## src/rtl/hermitian_6x6_complex_matvec_core_macros.svh

```systemverilog
// Assertion macros for the packed Hermitian 6x6 matrix-vector core.
// Used by the core RTL files; depends on nothing.
`ifndef HERMITIAN_6X6_COMPLEX_MATVEC_CORE_MACROS_SVH
`define HERMITIAN_6X6_COMPLEX_MATVEC_CORE_MACROS_SVH
`ifndef NO_ASSERTIONS
`define HX6_ASSERT(lbl, clk, rst, prop) \
   lbl: assert property (@(posedge clk) disable iff (rst) prop) \
      else $error("hx6 assertion failed");
`define HX6_NEVER(lbl, clk, rst, expr) \
   lbl: assert property (@(posedge clk) disable iff (rst) !(expr)) \
      else $error("hx6 forbidden condition");
`else
`define HX6_ASSERT(lbl, clk, rst, prop)
`define HX6_NEVER(lbl, clk, rst, expr)
`endif
`endif

```

## src/rtl/hx6_pkg.sv

```systemverilog
// Shared types and constants of the packed Hermitian 6x6 matrix-vector core.
// Depends on nothing.
`timescale 1ns / 1ps
package hx6_pkg;

   localparam int DATA_W      = 32;
   localparam int MAT_WORDS   = 36;
   localparam int VEC_WORDS   = 12;
   localparam int BLOCK_WORDS = 48;
   localparam int POS_W       = 6;
   localparam int MAT_AW      = 6;
   localparam int VEC_AW      = 4;
   localparam int COMP_W      = 4;
   localparam int IDX_W       = 3;
   localparam int ACC_W       = 70;
   localparam int PROD_W      = 2 * DATA_W;

   localparam logic [POS_W-1:0]  LAST_POS  = POS_W'(BLOCK_WORDS - 1);
   localparam logic [POS_W-1:0]  MAT_END   = POS_W'(MAT_WORDS);
   localparam logic [IDX_W-1:0]  LAST_IDX  = IDX_W'(5);
   localparam logic [COMP_W-1:0] COMP_LAST = COMP_W'(VEC_WORDS - 1);

   // product selection within one matrix entry times one vector element
   typedef enum logic [1:0] {
      STEP_RR,
      STEP_II,
      STEP_RI,
      STEP_IR
   } step_type;

   typedef struct packed {
      logic valid;
      logic to_im;
      logic subtract;
      logic zero;
   } mac_ctl_type;

   // start of row r in the packed matrix: r*r
   function automatic logic [MAT_AW-1:0] row_base(input logic [IDX_W-1:0] r);
      logic [MAT_AW-1:0] base;
      case (r)
         3'd0: base = 6'd0;
         3'd1: base = 6'd1;
         3'd2: base = 6'd4;
         3'd3: base = 6'd9;
         3'd4: base = 6'd16;
         3'd5: base = 6'd25;
         default: base = 6'd0;
      endcase
      return base;
   endfunction

endpackage

```

## src/rtl/hx6_mac.sv

```systemverilog
// Shared signed multiply-accumulate unit with real and imaginary sums,
// plus the shift and saturation of both sums. Depends on hx6_pkg and macros.
`timescale 1ns / 1ps
`include "hermitian_6x6_complex_matvec_core_macros.svh"
module hx6_mac #(
   parameter int FRAC_BITS = 24
) (
   input  logic                              clock,
   input  logic                              reset,
   input  hx6_pkg::mac_ctl_type              issue,
   input  logic                              acc_clear,
   input  logic signed [hx6_pkg::DATA_W-1:0] mat_data,
   input  logic signed [hx6_pkg::DATA_W-1:0] vec_data,
   output logic signed [hx6_pkg::DATA_W-1:0] re_sat,
   output logic signed [hx6_pkg::DATA_W-1:0] im_sat
);

   localparam int HI_W = hx6_pkg::ACC_W - hx6_pkg::DATA_W + 1;

   hx6_pkg::mac_ctl_type              s1_ff, s2_ff;
   logic signed [hx6_pkg::DATA_W-1:0] op_a;
   logic signed [hx6_pkg::PROD_W-1:0] prod_in, prod_ff;
   logic signed [hx6_pkg::ACC_W-1:0]  addend;
   logic signed [hx6_pkg::ACC_W-1:0]  acc_re_ff, acc_im_ff, acc_re_in, acc_im_in;
   logic signed [hx6_pkg::ACC_W-1:0]  re_shift, im_shift;

   assign op_a    = s1_ff.zero ? '0 : mat_data;
   assign prod_in = op_a * vec_data;
   assign addend  = {{(hx6_pkg::ACC_W - hx6_pkg::PROD_W){prod_ff[hx6_pkg::PROD_W-1]}},
                     prod_ff};

   always_comb begin
      acc_re_in = acc_re_ff;
      acc_im_in = acc_im_ff;
      if (acc_clear) begin
         acc_re_in = '0;
         acc_im_in = '0;
      end else if (s2_ff.valid) begin
         if (s2_ff.to_im) begin
            acc_im_in = s2_ff.subtract ? acc_im_ff - addend : acc_im_ff + addend;
         end else begin
            acc_re_in = s2_ff.subtract ? acc_re_ff - addend : acc_re_ff + addend;
         end
      end
   end

   always_ff @(posedge clock) begin
      if (reset) begin
         s1_ff <= '0;
         s2_ff <= '0;
      end else begin
         s1_ff <= issue;
         s2_ff <= s1_ff;
      end
      prod_ff   <= prod_in;
      acc_re_ff <= acc_re_in;
      acc_im_ff <= acc_im_in;
   end

   function automatic logic signed [hx6_pkg::DATA_W-1:0] sat(
      input logic signed [hx6_pkg::ACC_W-1:0] v
   );
      logic [HI_W-1:0] hi;
      logic signed [hx6_pkg::DATA_W-1:0] r;
      hi = v[hx6_pkg::ACC_W-1:hx6_pkg::DATA_W-1];
      if ((&hi) || !(|hi)) begin
         r = v[hx6_pkg::DATA_W-1:0];
      end else if (hi[HI_W-1]) begin
         r = {1'b1, {(hx6_pkg::DATA_W-1){1'b0}}};
      end else begin
         r = {1'b0, {(hx6_pkg::DATA_W-1){1'b1}}};
      end
      return r;
   endfunction

   assign re_shift = acc_re_ff >>> FRAC_BITS;
   assign im_shift = acc_im_ff >>> FRAC_BITS;
   assign re_sat   = sat(re_shift);
   assign im_sat   = sat(im_shift);

   `HX6_ASSERT(a_clear_idle, clock, reset, acc_clear |-> !s1_ff.valid && !s2_ff.valid)

endmodule

```

## config.mk

```make
export PLATFORM = sky130hd
export DESIGN_NAME = hx6_mac
export DESIGN_NICKNAME = d
export VERILOG_FILES = /design/src/rtl/hx6_pkg.sv /design/src/rtl/hx6_mac.sv
export VERILOG_INCLUDE_DIRS = /design/src /design/src/rtl
export SDC_FILE = /design/constraint.sdc
export NUM_CORES = 2
export LEC_CHECK = 0
export BUFFER_PORTS_ARGS = -buffer_cell sky130_fd_sc_hd__buf_4
export CAP_MARGIN = 20
export CORE_UTILIZATION = 50
export CTS_CLUSTER_DIAMETER = 30
export DETAILED_ROUTE_END_ITERATION = 10
export HOLD_SLACK_MARGIN = 0.12
export MAX_ROUTING_LAYER = met4
export PLACE_DENSITY = 0.71
export RECOVER_POWER = 100
export SETUP_SLACK_MARGIN = 0.4
export SLEW_MARGIN = 20
export SYNTH_ARGS = -nofsm -noshare
export SYNTH_HDL_FRONTEND = slang
export SYNTH_SLANG_ARGS = --single-unit
```

## constraint.sdc

```tcl
create_clock -name clock -period 24.3 [get_ports clock]
set_input_delay 2.43 -clock clock [delete_from_list [all_inputs] [get_ports clock]]
set_output_delay 2.43 -clock clock [all_outputs]
set_load 0.01 [all_outputs]
```

After elaboration in Yosys (flattened, before gate mapping)
Cells that the tools add are included.
{"block": "word_totals", "ff_bits": 211, "input_bits": 71, "output_inout_bits": 64, "word_cells": 33}
{"block": "classes", "addsub": 4, "multipliers": 1, "mux": 7, "n_bitwise": 1, "n_reduce_logical": 10}
{"op": "32-bit 2-to-1 mux", "n": 5}
{"op": "70-bit by 64-bit adder with 70-bit output", "n": 2}
{"op": "70-bit 2-to-1 mux", "n": 2}
{"op": "70-bit by 64-bit subtractor with 70-bit output", "n": 2}
{"op": "32-bit by 32-bit multiplier with 64-bit output", "n": 1}
{"op": "15-bit AND reduction", "n": 2}
{"op": "15-bit OR reduction", "n": 2}
{"op": "2-bit AND reduction", "n": 2}
{"op": "1-bit zero test", "n": 2}
{"op": "1-bit logical OR", "n": 2}
{"op": "1-bit inverter", "n": 1}

Longest topological paths before layout
{"block": "logic_depth", "depth_word": 4, "ltp_mapped": 31, "mapped_depth_nobuf": 28}

Worst setup path after synthesis
No wires, ideal clock.
{"block": "synth_timing", "path_kind": "input -> register", "start": "input mat_data[31] in the netlist's numbering", "end": "register prod_ff[61] in the netlist's numbering", "setup_ns": 0.064, "arrival_ns": 9.733, "t_required_ns": 24.236, "setup_slack_ns": 14.503, "stages": 27, "path_buffers": 1, "cell_sequence": "nor2b_1 clkbuf_1 nand2_1 inv_1 fa_1 inv_1 fa_1 inv_1 fa_1 fa_1 inv_1 fa_1 inv_1 fa_1 fa_1 fa_1 ha_1 a21o_1 a21o_1 a21oi_1 inv_1 a21oi_1 o21ai_0 o211ai_1 a31oi_1 or4_1 nand4_1"}
{"block": "synth_via", "elab_chain_cells": 2}
{"item": "start: declaration", "line": "hx6_mac.sv:12", "rtl": "input logic signed [hx6_pkg::DATA_W-1:0] mat_data,"}
{"item": "32-bit 2-to-1 mux", "line": "hx6_mac.sv:27", "rtl": "assign op_a = s1_ff.zero ? '0 : mat_data;"}
{"item": "32-bit by 32-bit multiplier with 64-bit output", "line": "hx6_mac.sv:28", "rtl": "assign prod_in = op_a * vec_data;"}
{"item": "net prod_in (one bit)", "line": "hx6_mac.sv:22", "rtl": "logic signed [hx6_pkg::PROD_W-1:0] prod_in, prod_ff;"}
{"item": "end signal: assignment", "line": "hx6_mac.sv:55", "rtl": "prod_ff <= prod_in;"}
{"item": "end: declaration", "line": "hx6_mac.sv:22"}
The timed path passes the listed nets, and every way through them passes these cells.
A chain may end at the register's enable or synchronous reset.

Worst setup path in the final report
{"block": "layout_timing", "start": "input mat_data[15] in the netlist's numbering", "end": "register prod_ff[56] in the netlist's numbering"}
The elaborated chain is that of the path after synthesis.

==> results.ini <==
[worst_setup_path]
end_kind=register
required_ns=24.76
slowest_stage=nor2b_1
r2r_cells=23
crit_family=adder cells
arrival_ns=13.22
r2r_start=s1_ff[0]$_SDFF_PP0_
reg2reg_slack_ns=12.72
max_stage_delay_ns=2.56
crit_buf_inv=2
crit_chain=clkbuf_4 -> nor2b_1 -> nand2_1 -> fa_1 -> fa_1 -> fa_1 -> fa_1 -> inv_1 -> fa_1 -> fa_1 -> fa_1 -> fa_1 -> ha_1 -> a21oi_1 -> o21a_1 -> o21ai_0 -> a211o_1 -> a221oi_1 -> o31ai_1 -> a41oi_1 -> o21ai_0 -> o211a_1 -> a2111o_1
timing.critical_path.mode_cell=fa_1
cp_num_cells=23
start_kind=input port
regToRegEndpoint=prod_ff[56]$_DFF_P_
critPathKind=input port to register
cp_max_fo=32

[clocking]
cts_resized=0
cts_buffers=51
post_cts_buffers=0
clock_sinks=211
cts.path.max_buffers=3
cts-htree-levels=2
path_clk_slew_ns=0.05
ctsRootBufferMaster=clkbuf_16
cts_tree=yes
holdBufCountCts=0
clk_latency_ns=0.59

[synthesis]
synthAdderAreaFrac=0.487
yosysSeqAreaShare=0.0798
ys_seq_elements=211
synth.distinct_cells=77
synth_xor_area_frac=0.0406
synth_area_um2=52900
netlist_instances=6152
yosysTopAreaCellShare=0.410
syn_avg_cell_area_um2=8.60
ys_warn_count=0
synth_top_family_by_area=adder cells
yosys-top-cells-area=fa_1, dfxtp_1, ha_1
syn_nets=7630
yosys.area_share.simple=0.182
synth_compound_area_frac=0.113
yosys-top-cells-count=fa_1, inv_1, nand2_1
yosysTopAreaCell=fa_1
async_flop_share=0
synth-edff-count=0
synthMuxAreaShare=0.000568
synth_most_common_cell=fa_1
synth_ff_type=dfxtp_1

[outcome]
failed_checks=max-capacitance violations, max-slew violations
status=complete, but fails checks

[die]
dieArea_um2=107000
start_util=0.508
die_y_um=327
io_pins=135
die_x_um=327
core_area_um2=104000
fp-row-count=118

[placed_design]
port_buffers=134
pre_cts_ws_ns=13.19
dp_hpwl_mm=128
gp_congestion=1.02

[sta]
fmax_mhz=78.3
setup_viol=0
rsz0062_at_grt=no
hold_violations=0
maxSlewViolCount=178
setup_slack_ns=11.53
slew_headroom=-1.33
finalCritPeriodShare=0.525
worstMarginPinSlew_ns=3.49
finalSetupTns_ns=0
fin_worst_skew_ns=0.0236
post-route-min-period_ns=12.77

[routing]
drt_pass1_iterations=6
ant_nets=0
wirelength_mm=164
drtIter0Drc=3354
drc=0
drt-wirelength-per-cell_um=21.9
vias=42900
vias_per_cell=5.74

[global_routing]
met2_usage=0.510
grt_max_degree=62
grt_pass1_vias=44500
grt_use_total=0.319
overflow=0
grt_busiest_layer=met2
grt_pass1_wl_mm=256
grt_use_met1=0.408
use_met3=0.0509
antenna_found_initial=1

[cells_and_area]
multiInputGateArea_um2=43700
fin_nets=7527
drive_gt1_frac=0.0422
fillers=9652
ff_latch_area_um2=4230
syn2layout_area_growth_pct=6.56

[hold_path]
hold_path_end=s2_ff[3]$_SDFF_PP0_
hold_class=register to register
hold_depth=1
worstHoldStart=s1_ff[3]$_SDFF_PP0_

[run]
maxCapViolCount=5

per-layer routing:
metal	routed length, um	part of all wire	up-vias
met3	13300	0.081	370
met1	66300	0.41	21600
li1	-	-	19100
met5	0	0	-
met4	7450	0.046	0
met2	76500	0.47	1883
final cells by class:
type / instances / area share
multi-input cells: 4574 / 0.775
flip-flops and latches: 211 / 0.0750
inverters: 1032 / 0.0687
well taps: 1380 / 0.0306
clock buffers: 57 / 0.0236
repair buffers: 179 / 0.0192
clock inverters: 36 / 0.00830
diodes: 3 / 0.000133
cell usage in the layout, fill, tap and decap left out, drive strengths merged, types with 43 or more instances in the layout:
| cell | synthesis | layout |
|---|---|---|
| nor2 | 174 | 174 |
| a21o | 107 | 107 |
| xor2 | 74 | 74 |
| nor2b | 58 | 58 |
| fa | 1084 | 1084 |
| dfxtp | 211 | 211 |
| nor3 | 60 | 60 |
| and3 | 43 | 43 |
| xnor2 | 171 | 171 |
| ha | 323 | 323 |
| nand3 | 71 | 71 |
| clkbuf | 320 | 129 |
| and2 | 527 | 527 |
| a21oi | 338 | 338 |
| nand2 | 843 | 843 |
| nand4 | 50 | 50 |
| o21ai | 233 | 233 |
| inv | 1032 | 1043 |
| buf | 15 | 107 |
worst reg2reg max path, delay by kind of cell, from the launching register on:
family	cells	cell delay (ns)
AOI/OAI and AO/OA	10	3.32
adders and majority gates	9	4.47
buffers and inverters	2	0.38
DFF	1	0.31
and+or+nand+nor	2	2.99
kinds of logic after synthesis:
logic type,after synthesis
adders and majority gates,1407
xor gates and xnor gates,245
buffers and inverters,1367
DFF,211
AOI/OAI and AO/OA,968
muxes,3
and+or+nand+nor,1951
sequential cells by signal (all words and copies together), names as in the netlist:
name and flops:
s2_ff 3, s1_ff 4, prod_ff 64, acc_im_ff 70
acc_re_ff 70
how the worst max path moves through the flow:
stage | startpoint | endpoint
5_1_grt | mat_data[15] | prod_ff[56]$_DFF_P_
3_3_place_gp | mat_data[10] | prod_ff[56]$_DFF_P_
6_report | mat_data[15] | prod_ff[56]$_DFF_P_
4_1_cts | mat_data[10] | prod_ff[56]$_DFF_P_
3_5_place_dp | mat_data[15] | prod_ff[56]$_DFF_P_
2_1_floorplan | mat_data[31] | prod_ff[61]$_DFF_P_
through the flow:
stage               utilization  hold slack (ns)  cells  instance area [um2]
floorplan                     -            0.414   6152                52900
global placement          0.526            0.426   7376                54900
detailed placement        0.526            0.427   7376                54900
CTS                       0.544            0.439   7469                56700
global route              0.541            0.450   7470                56400
finish                    0.541            0.435   7472                56400
Power is not shown: default switching activity piles up to over one toggle a cycle in this logic, so the estimate is an artifact.
